$ cat config.mk
export PLATFORM = sky130hd
export DESIGN_NAME = range_lock_table
export DESIGN_NICKNAME = d
export VERILOG_FILES = /design/src/rlt_pkg.sv /design/src/rlt_entry_ram.sv /design/src/rlt_cmp_unit.sv /design/src/range_lock_table.sv
export SDC_FILE = /design/constraint.sdc
export NUM_CORES = 2
export LEC_CHECK = 0
export CORE_MARGIN = 2
export CORE_UTILIZATION = 50
export CTS_CLUSTER_DIAMETER = 40
export DETAILED_ROUTE_END_ITERATION = 10
export DONT_BUFFER_PORTS = 1
export SLEW_MARGIN = 10
export SYNTH_ARGS = -nofsm -noshare
export SYNTH_HDL_FRONTEND = slang
export SYNTH_HIERARCHICAL = 1
export SYNTH_SLANG_ARGS = --single-unit
$ cat constraint.sdc
create_clock -name aclk -period 18.15 [get_ports aclk]
set_input_delay 2.7225 -clock aclk [delete_from_list [all_inputs] [get_ports aclk]]
set_output_delay 2.7225 -clock aclk [all_outputs]
set_load 0.01 [all_outputs]
$ cat src/rlt_pkg.sv
// ----------------------------------------------------------------------------
// rlt_pkg: shared types and codes for the range lock table
//
// Holds the table entry layout, the per-entry compare flags, the request
// action and status codes, and the sequencer state type.
// ----------------------------------------------------------------------------
package rlt_pkg;

    localparam int CLIENT_W = 32;
    localparam int ID_W     = 31;
    localparam int ADDR_W   = 48;

    // Request actions
    localparam logic [1:0] ACT_REGISTER   = 2'd0;
    localparam logic [1:0] ACT_UNREGISTER = 2'd1;
    localparam logic [1:0] ACT_DISCONNECT = 2'd2;

    // Result status codes
    localparam logic [1:0] ST_OK        = 2'd0;
    localparam logic [1:0] ST_COLLIDE   = 2'd1;
    localparam logic [1:0] ST_NOT_FOUND = 2'd2;
    localparam logic [1:0] ST_FULL      = 2'd3;

    // One held range; the request is kept in the same layout
    typedef struct packed {
        logic [CLIENT_W-1:0] client;
        logic [ID_W-1:0]     id;
        logic [ADDR_W-1:0]   start;
        logic [ADDR_W-1:0]   length;
        logic                write;
    } entry_t;

    // Flags from comparing the request against one entry
    typedef struct packed {
        logic clash;
        logic exact;
        logic same_client;
    } cmp_t;

    typedef enum logic [1:0] {
        SEQ_IDLE,
        SEQ_SCAN,
        SEQ_FINISH
    } seq_state_t;

endpackage

$ cat src/rlt_entry_ram.sv
// ----------------------------------------------------------------------------
// rlt_entry_ram: storage for the held ranges
//
// One write port and one read port with registered read data. Contents are
// undefined until written; occupancy is tracked outside in flip-flops.
// ----------------------------------------------------------------------------
module rlt_entry_ram #(
    parameter int DEPTH  = 16,
    parameter int INDEX_W = 4
) (
    input  logic                 aclk,
    input  logic                 wr_en,
    input  logic [INDEX_W-1:0]   wr_addr,
    input  rlt_pkg::entry_t      wr_data,
    input  logic                 rd_en,
    input  logic [INDEX_W-1:0]   rd_addr,
    output rlt_pkg::entry_t      rd_data
);
    import rlt_pkg::*;

    entry_t mem [DEPTH];
    entry_t rd_data_reg;

    // Write a new entry
    always_ff @(posedge aclk) begin
        if (wr_en) begin
            mem[wr_addr] <= wr_data;
        end
    end

    // Read one entry per cycle
    always_ff @(posedge aclk) begin
        if (rd_en) begin
            rd_data_reg <= mem[rd_addr];
        end
    end

    assign rd_data = rd_data_reg;

endmodule

$ cat src/rlt_cmp_unit.sv
// ----------------------------------------------------------------------------
// rlt_cmp_unit: shared compare unit
//
// Compares the current request against one stored entry: range overlap with
// reader/writer rule, exact match for unregister, and client match.
// ----------------------------------------------------------------------------
module rlt_cmp_unit (
    input  rlt_pkg::entry_t req,
    input  rlt_pkg::entry_t ent,
    output rlt_pkg::cmp_t   flags
);
    import rlt_pkg::*;

    logic [ADDR_W:0] req_end;
    logic [ADDR_W:0] ent_end;
    logic            overlap;

    // Form range ends one bit wider so they never wrap
    assign req_end = {1'b0, req.start} + {1'b0, req.length};
    assign ent_end = {1'b0, ent.start} + {1'b0, ent.length};

    // Either start lies inside the other range
    assign overlap = ((req.start >= ent.start) && ({1'b0, req.start} < ent_end)) ||
                     ((ent.start >= req.start) && ({1'b0, ent.start} < req_end));

    assign flags.clash       = overlap && ((req.write != ent.write) || ent.write);
    assign flags.exact       = (req == ent);
    assign flags.same_client = (req.client == ent.client);

endmodule

$ cat src/range_lock_table.sv
// ----------------------------------------------------------------------------
// range_lock_table: reader/writer byte range lock table
//
// Keeps up to TABLE_ENTRIES held ranges and answers register, unregister and
// disconnect requests with one status word each.
// ----------------------------------------------------------------------------
// Usage:
//   The s_ channel takes one request word (action, client, range id, offset,
//   size, mode). The m_ channel returns one result word (status, granted id)
//   per request. Both use valid/ready.
//   Each request walks every table entry through one shared compare unit,
//   one entry per cycle, fed by the entry memory's single read port with a
//   registered read. s_ready is low from accept until the result is committed,
//   so one request is in flight at a time.
//   A new request is accepted while the previous result still waits on m_.
//   If the receiver stalls, the finished request holds in its last step until
//   the result register is free; a register updates the table when the result
//   loads, while unregister and disconnect clear entries during the walk.
//   Reset (aresetn low, synchronous) empties the table, sets the next
//   granted id to 1 and drops any pending result. No clearing pass is needed.
// ----------------------------------------------------------------------------
module range_lock_table #(
    parameter int TABLE_ENTRIES = 16
) (
    input  logic                           aclk,
    input  logic                           aresetn,
    // request channel
    input  logic                           s_valid,
    output logic                           s_ready,
    input  logic [1:0]                     s_action,
    input  logic [rlt_pkg::CLIENT_W-1:0]   s_client_id,
    input  logic [rlt_pkg::ID_W-1:0]       s_range_id,
    input  logic [rlt_pkg::ADDR_W-1:0]     s_range_offset,
    input  logic [rlt_pkg::ADDR_W-1:0]     s_range_size,
    input  logic                           s_write_mode,
    // result channel
    output logic                           m_valid,
    input  logic                           m_ready,
    output logic [1:0]                     m_status,
    output logic [rlt_pkg::ID_W-1:0]       m_granted_id
);
    import rlt_pkg::*;

    localparam int INDEX_W = (TABLE_ENTRIES > 1) ? $clog2(TABLE_ENTRIES) : 1;
    localparam int CNT_W   = $clog2(TABLE_ENTRIES + 1);
    localparam logic [CNT_W-1:0] CNT_LAST = CNT_W'(TABLE_ENTRIES);

    // sequencer and control
    seq_state_t                state_reg, state_next;
    logic [CNT_W-1:0]          cnt_reg, cnt_next;
    logic                      pend_reg, pend_next;
    logic [INDEX_W-1:0]        pidx_reg, pidx_next;
    logic [TABLE_ENTRIES-1:0]  valid_reg, valid_next;
    logic                      clash_reg, clash_next;
    logic                      free_found_reg, free_found_next;
    logic [INDEX_W-1:0]        free_idx_reg, free_idx_next;
    logic                      hit_reg, hit_next;
    logic [ID_W-1:0]           next_id_reg, next_id_next;
    logic                      m_valid_reg, m_valid_next;

    // payload
    entry_t                    req_reg, req_next;
    logic [1:0]                act_reg, act_next;
    logic [1:0]                m_status_reg, m_status_next;
    logic [ID_W-1:0]           m_granted_reg, m_granted_next;

    // memory and compare unit hookup
    logic                      ram_wr_en;
    entry_t                    ram_wr_data;
    logic                      ram_rd_en;
    logic [INDEX_W-1:0]        ram_rd_addr;
    entry_t                    ram_rd_data;
    cmp_t                      cmp_flags;
    logic                      scan_more;

    rlt_entry_ram #(
        .DEPTH   (TABLE_ENTRIES),
        .INDEX_W (INDEX_W)
    ) u_ram (
        .aclk    (aclk),
        .wr_en   (ram_wr_en),
        .wr_addr (free_idx_reg),
        .wr_data (ram_wr_data),
        .rd_en   (ram_rd_en),
        .rd_addr (ram_rd_addr),
        .rd_data (ram_rd_data)
    );

    rlt_cmp_unit u_cmp (
        .req   (req_reg),
        .ent   (ram_rd_data),
        .flags (cmp_flags)
    );

    assign scan_more   = (cnt_reg < CNT_LAST);
    assign ram_rd_addr = cnt_reg[INDEX_W-1:0];

    // Store the request under the id it is granted
    always_comb begin
        ram_wr_data    = req_reg;
        ram_wr_data.id = next_id_reg;
    end

    // Next state, table update and result
    always_comb begin
        state_next      = state_reg;
        cnt_next        = cnt_reg;
        pend_next       = pend_reg;
        pidx_next       = pidx_reg;
        valid_next      = valid_reg;
        clash_next      = clash_reg;
        free_found_next = free_found_reg;
        free_idx_next   = free_idx_reg;
        hit_next        = hit_reg;
        next_id_next    = next_id_reg;
        req_next        = req_reg;
        act_next        = act_reg;
        m_status_next   = m_status_reg;
        m_granted_next  = m_granted_reg;
        m_valid_next    = m_valid_reg && !m_ready;
        ram_wr_en       = 1'b0;
        ram_rd_en       = 1'b0;

        unique case (state_reg)
            SEQ_IDLE: begin
                // Take a request word and start a walk at entry 0
                if (s_valid) begin
                    req_next.client = s_client_id;
                    req_next.id     = s_range_id;
                    req_next.start  = s_range_offset;
                    req_next.length = s_range_size;
                    req_next.write  = s_write_mode;
                    act_next        = s_action;
                    cnt_next        = '0;
                    pend_next       = 1'b0;
                    clash_next      = 1'b0;
                    free_found_next = 1'b0;
                    hit_next        = 1'b0;
                    state_next      = SEQ_SCAN;
                end
            end

            SEQ_SCAN: begin
                // Issue the next read
                ram_rd_en = scan_more;
                pend_next = scan_more;
                pidx_next = cnt_reg[INDEX_W-1:0];
                if (scan_more) begin
                    cnt_next = cnt_reg + 1'b1;
                end

                // Evaluate the entry read last cycle
                if (pend_reg) begin
                    if (valid_reg[pidx_reg]) begin
                        priority if (act_reg == ACT_REGISTER) begin
                            if (cmp_flags.clash) begin
                                clash_next = 1'b1;
                            end
                        end else if (act_reg == ACT_UNREGISTER) begin
                            if (cmp_flags.exact && !hit_reg) begin
                                hit_next             = 1'b1;
                                valid_next[pidx_reg] = 1'b0;
                            end
                        end else if (act_reg == ACT_DISCONNECT) begin
                            if (cmp_flags.same_client) begin
                                valid_next[pidx_reg] = 1'b0;
                            end
                        end else begin
                            // unused action: leave the table alone
                        end
                    end else if (!free_found_reg) begin
                        free_found_next = 1'b1;
                        free_idx_next   = pidx_reg;
                    end
                end

                if (!scan_more && !pend_reg) begin
                    state_next = SEQ_FINISH;
                end
            end

            SEQ_FINISH: begin
                // Hold until the result register is free, then commit
                if (!m_valid_reg || m_ready) begin
                    m_valid_next   = 1'b1;
                    m_granted_next = '0;
                    priority if (act_reg == ACT_REGISTER) begin
                        priority if (clash_reg) begin
                            m_status_next = ST_COLLIDE;
                        end else if (!free_found_reg) begin
                            m_status_next = ST_FULL;
                        end else begin
                            m_status_next           = ST_OK;
                            m_granted_next          = next_id_reg;
                            ram_wr_en               = 1'b1;
                            valid_next[free_idx_reg] = 1'b1;
                            next_id_next = (next_id_reg == {ID_W{1'b1}}) ?
                                           ID_W'(1) : next_id_reg + 1'b1;
                        end
                    end else if (act_reg == ACT_UNREGISTER) begin
                        m_status_next = hit_reg ? ST_OK : ST_NOT_FOUND;
                    end else if (act_reg == ACT_DISCONNECT) begin
                        m_status_next = ST_OK;
                    end else begin
                        m_status_next = ST_NOT_FOUND;
                    end
                    state_next = SEQ_IDLE;
                end
            end

            default: begin
                state_next = SEQ_IDLE;
            end
        endcase
    end

    // Control registers
    always_ff @(posedge aclk) begin
        if (!aresetn) begin
            state_reg      <= SEQ_IDLE;
            cnt_reg        <= '0;
            pend_reg       <= 1'b0;
            valid_reg      <= '0;
            clash_reg      <= 1'b0;
            free_found_reg <= 1'b0;
            hit_reg        <= 1'b0;
            next_id_reg    <= ID_W'(1);
            m_valid_reg    <= 1'b0;
        end else begin
            state_reg      <= state_next;
            cnt_reg        <= cnt_next;
            pend_reg       <= pend_next;
            valid_reg      <= valid_next;
            clash_reg      <= clash_next;
            free_found_reg <= free_found_next;
            hit_reg        <= hit_next;
            next_id_reg    <= next_id_next;
            m_valid_reg    <= m_valid_next;
        end
    end

    // Payload registers
    always_ff @(posedge aclk) begin
        pidx_reg      <= pidx_next;
        free_idx_reg  <= free_idx_next;
        req_reg       <= req_next;
        act_reg       <= act_next;
        m_status_reg  <= m_status_next;
        m_granted_reg <= m_granted_next;
    end

    assign s_ready      = (state_reg == SEQ_IDLE);
    assign m_valid      = m_valid_reg;
    assign m_status     = m_status_reg;
    assign m_granted_id = m_granted_reg;

    // A result word only appears after the commit step
    a_result_from_finish: assert property (@(posedge aclk) disable iff (!aresetn)
        $rose(m_valid) |-> $past(state_reg == SEQ_FINISH))
        else $error("result word without commit step");

    // A result that is not OK carries no id
    a_granted_only_ok: assert property (@(posedge aclk) disable iff (!aresetn)
        (m_valid && (m_status != ST_OK)) |-> (m_granted_id == '0))
        else $error("id given on a refused or non-register request");

    // The id counter never hands out zero
    a_id_nonzero: assert property (@(posedge aclk) disable iff (!aresetn)
        next_id_reg != '0)
        else $error("range id counter reached zero");

    // A full answer means no slot was free during the walk
    a_full_no_slot: assert property (@(posedge aclk) disable iff (!aresetn)
        $rose(m_valid) && (m_status == ST_FULL) |-> $past(!free_found_reg))
        else $error("table full reported with a free slot");

endmodule

# Yosys cells after proc, flatten, opt, wreduce, memory -nomap -nowiden
# Memories as Yosys holds them, arrays and structs flattened. A register that Yosys moved wholly into a read port is not among the register bits.
# Index checks and enable logic that the tools add are counted.
[totals] elab_cells=156 in_bits=166 reg_bits=262 out_inout_bits=35 ramBits=2560 n_memories=1
[op_classes] order_cmp=9 n_eq_ne=26 n_bitwise=7 addsub=4 mux=58 n_reduce_logical=32
[memory_table] name="u_ram.mem" depth=16 word_bits=160 read_ports=1 rd_ports_with_merged_regs=1 write_ports=1 line="rlt_entry_ram.sv:21" text="entry_t mem [DEPTH];"
[op_table] operator="$mux W16" n=11
[op_table] operator="$eq A160 B160 Y1" n=1
[op_table] operator="$add A48 B48 Y49" n=2
[op_table] operator="$lt A48 B49 Y1" n=2
[op_table] operator="$ge A48 B48 Y1" n=2
[op_table] operator="$eq A32 B32 Y1" n=1
[op_table] operator="$pmux W16 S2" n=1
[op_table] operator="$add A31 B1 Y31 const B" n=1
[op_table] operator="$eq A31 B31 Y1 const B" n=1
[op_table] operator="$mux W31" n=1
[op_table] operator="$ne A2 B2 Y1 const B" n=15
[op_table] operator="$mux W1" n=25
[op_table] operator="$mux W2" n=9
[op_table] operator="$and A16 B16 Y16" n=1
[op_table] operator="$not A16 Y16" n=1
[op_table] operator="$or A16 B16 Y16" n=1
[op_table] operator="$reduce_and A11 Y1" n=1
[op_table] operator="$lt A4 B5 Y1 const B" n=2
[op_table] operator="$mux W5" n=2
[op_table] operator="$pmux W5 S2" n=1
[op_table] operator="$ne A3 B3 Y1 const B" n=3
[op_table] operator="$demux W1 S4" n=2
[op_table] operator="$ge A4 B1 Y1 const B" n=2
[op_table] operator="$logic_and A1 B1 Y1" n=8
[op_table] operator="other kinds (20)" n=40

# Depth between registers and ports, before layout
[depth] depth_word=13 ltp_mapped=27 mapped_depth_nobuf=27

# Modules after synthesis
# Netlist, hierarchy kept.
[by_module_without_submodules] module="rlt_entry_ram" seq_area_each_um2=81678.3 area_each_um2=100901.8 cells_each=4191 n_inst=1
[by_module_without_submodules] module="rlt_cmp_unit" seq_area_each_um2=0.0 area_each_um2=10012.1 cells_each=1354 n_inst=1
[by_module_without_submodules] module="range_lock_table" seq_area_each_um2=7277.0 area_each_um2=9270.1 cells_each=577 n_inst=1

# Worst setup path after synthesis
# OpenSTA, ideal clock, no wires.
[synth_timing] path_kind="input -> register" start="input m_ready" end="memory u_ram/mem[0][0] (netlist bit) (enable)" slack_ps=2546 t_arrival_ps=14729 t_required_ps=17275 stages=6 cell_sequence="nand2b_1 > nand3_1 > inv_1 > buf_2 > or3b_2 > nor3_1"
[synth_between] elab_chain_cells=5
[synth_rtl] element="from (decl)" line="range_lock_table.sv:38" text="input logic m_ready,"
[synth_rtl] element="$logic_or A1 B1 Y1" line="range_lock_table.sv:184" text="if (!m_valid_reg || m_ready) begin"
[synth_rtl] element="$mux W1" line="range_lock_table.sv:184"
[synth_rtl] element="$mux W1" line="range_lock_table.sv:124" text="unique case (state_reg)"
[synth_rtl] element="net ram_wr_en" line="range_lock_table.sv:68" text="logic ram_wr_en;"
[synth_rtl] element="$mux W1" line="rlt_entry_ram.sv:26" text="if (wr_en) begin"
[synth_rtl] element="$mux W1 (implied by the code)" line="rlt_entry_ram.sv:27" text="mem[wr_addr] <= wr_data;"
[synth_rtl] element="to (decl)" line="rlt_entry_ram.sv:21"
# The timed path passes the listed nets, and every way through them passes these cells.

==> impl_metrics.tcl <==
set metrics [dict create \
    required_ns 18.97 \
    ys_seq_elements 2982 \
    placedCellCount 9210 \
    vias 62500 \
    ys.flop_type "edfxtp_1" \
    synth.area.top_cells "edfxtp_1 (73%), mux4_2 (11%), ha_1 (2.5%)" \
    synth.largest_area_cell "edfxtp_1" \
    async_flop_share_pct 0 \
    antenna_found_initial 36 \
    setup_viol 0 \
    wirelength_um 319000 \
    rsz0062_at_grt "false" \
    port_buffers 0 \
    ff2ff_path_depth 24 \
    synth-edff-count 2923 \
    ioPinCount 201 \
    die_area_um2 244000 \
    yosysWarnings 6 \
    fin_crit_ns 6.80 \
    placed_area_um2 125000 \
    initial_core_util_pct 50.4 \
    dr.first_iter.drc_count 6015 \
    ff2ff_setup_slack_ns 11.35 \
    syn_area_um2 120000 \
    tns_ns 0 \
    root_buffer "clkbuf_16" \
    hold_buffers 0 \
    p_leak_nw 44.9 \
    die_h_um 494 \
    worstReg2RegEnd "clash_reg$_SDFFE_PN0P_" \
    path_clk_slew_ns 0.06 \
    seq_area_frac_synth_pct 74.0 \
    clk_latency_ns 0.98 \
    setup.worst_path.start "u_ram/rd_data[1]$_DFFE_PP_" \
    drtPass1Iterations 8 \
    cts_buffers 418 \
    setup.worst_path.end_class "flop" \
    layout-drive-gt1-share_pct 23.9 \
    ir_worst_vdd_mv 0.0911 \
    ant_nets 0 \
    final_cells 9978 \
    r2r_start "u_ram/rd_data[1]$_DFFE_PP_" \
    synth.most_common_cell "edfxtp_1" \
    slew-limit-headroom_pct 2.97 \
    cts_setup_buffers 0 \
    worst_pin_slew_ns 1.46 \
    htree_num_levels 5 \
    finalClockSkew_ns 0.103 \
    cts_max_path_buffers 4 \
    post-route-drc-count 0 \
    largest_register_ffs 2560 \
    finalNetCount 6875 \
    finalHoldViolCount 0 \
    power_density_nw_per_um2 119 \
    cts_resized 0 \
    synthDistinctLibCells 95 \
    period_share_pct 37.5 \
    report.final.slew_viol_count 0 \
    holdCritPathClass "flop to flop" \
    cp-start-kind "flop" \
    grt_use_total_pct 26.1 \
    gr-total-overflow 0 \
    fp-row-count 179 \
    grt_first_pass_wirelength_um 457000 \
    core-area_um2 239000 \
    gp_congestion 0.933 \
    via_per_inst 6.26 \
    cp.arrival_ns 7.62 \
    wl_per_cell_um 32.0 \
    synthToLayoutAreaGrowth_pct 15.4 \
    cts_tree "built" \
    status "completed" \
    synth_commonest_cells "edfxtp_1 (2923), mux4_2 (597), a22oi_1 (269)" \
    avgSynthCellArea_um2 19.6 \
    worstPathMaxFanout 3 \
    endpoint "clash_reg$_SDFFE_PN0P_" \
    first_global_vias 63200 \
    fmax_mhz 147 \
    grt_max_degree 127 \
    dp_hpwl_um 185000 \
    hold_ws_ns 0.487 \
    max_cap_violations 0 \
    critPathKind "flop to flop" \
    syn-num-nets 6534 \
    synthCells 6122 \
    die_w_um 494 \
    yosys.area.top_type_share_pct 73.0 \
    finalInstanceArea_um2 139000 \
    cts_num_sinks 2982 \
]
## metal layers
| metal | vias up | GRT usage (%) | share of wire (%) |
|---|---|---|---|
| met2 | 2356 | 42.8 | 49 |
| met3 | 488 | 3.64 | 6.0 |
| met4 | 14 | 6.69 | 2.4 |
| met1 | 33500 | 37.2 | 42 |
| li1 | 26200 | - | - |
| met5 | - | 0 | 0.029 |
## worst min path at each step
| stage | slack, ns | start | cells past startpoint | end |
|---|---|---|---|---|
| finish | 0.49 | hit_reg$_SDFFE_PN0P_ | 1 | hit_reg$_SDFFE_PN0P_ |
| global route | 0.51 | hit_reg$_SDFFE_PN0P_ | 1 | hit_reg$_SDFFE_PN0P_ |
| CTS | 0.49 | hit_reg$_SDFFE_PN0P_ | 1 | hit_reg$_SDFFE_PN0P_ |
| detailed placement | 0.48 | hit_reg$_SDFFE_PN0P_ | 1 | hit_reg$_SDFFE_PN0P_ |
| global placement | 0.48 | pidx_reg[1]$_DFFE_PP_ | 0 | free_idx_reg[1]$_DFFE_PP_ |
| floorplan | 0.45 | pidx_reg[1]$_DFFE_PP_ | 0 | free_idx_reg[1]$_DFFE_PP_ |
## where the power goes
group          total, mW  internal (mW)  switching, mW
Clock               8.09           5.05           3.04
Sequential          7.68           7.59         0.0813
Combinational      0.809          0.330          0.479
Total               16.6           13.0           3.60
## cell families after synthesis
logic type                 count (synthesis)  synth area share [%]
DFF                                     2982                  74.0
AOI/OAI and AO/OA                        863                  5.12
and+or+nand+nor                          735                  3.13
muxes                                    723                  12.3
buffers and inverters                    373                  1.38
adders and majority gates                246                  2.57
xor gates and xnor gates                 200                  1.46
## layout make-up
cell class | count | area (µm²)
Sequential cell | 2982 | 89000
Antenna cell | 15 | 37.5
Clock buffer | 464 | 10700
Inverter | 110 | 420
Clock inverter | 289 | 3350
Multi-Input combinational cell | 2767 | 29700
Timing Repair Buffer | 184 | 1570
Tap cell | 3167 | 3960
Fill cell | 17600 | 99800
## critical path, cell delays in order, from the launching register on
cell       delay [ns]
edfxtp_1         0.36
ha_1             0.21
inv_1            0.07
fa_1             0.41
nor2b_1          0.13
o21a_1           0.16
o21ai_0          0.15
a211oi_1         0.70
o2111ai_1        0.30
a21oi_1          0.31
o211ai_1         0.17
nand2_1          0.11
xnor2_1          0.08
ha_1             0.32
nand4_1          0.16
nor4_1           0.64
nand3_1          0.15
o31ai_1          0.64
o21ai_0          0.32
a31o_2           0.33
o41ai_1          0.35
a31oi_1          0.24
nand2_1          0.18
a211o_1          0.12
a21oi_1          0.07
## through the flow
stage	setup slack, ns	power [mW]	utilization (%)
6_report	11.35	16.6	58.2
5_1_grt	10.85	17.1	58.2
3_3_place_gp	10.54	8.62	52.3
4_1_cts	11.40	16.7	58.2
2_1_floorplan	2.55	8.35	-
3_5_place_dp	10.45	8.62	52.3
## layout by cell type, fill, tap and decap left out, types with 93 or more instances in the layout
| cell type | count |
|---|---|
| edfxtp_1 | 2923 |
| mux4_2 | 597 |
| clkbuf_16 | 419 |
| a22oi_1 | 269 |
| ha_1 | 244 |
| nand2_1 | 203 |
| buf_4 | 169 |
| a21oi_1 | 143 |
| a21o_1 | 124 |
| nor2_1 | 115 |
| inv_1 | 108 |
| xor2_1 | 100 |
| xnor2_1 | 100 |
| o21ai_0 | 93 |
No activity file was read; power rests on OpenSTA's default activity.
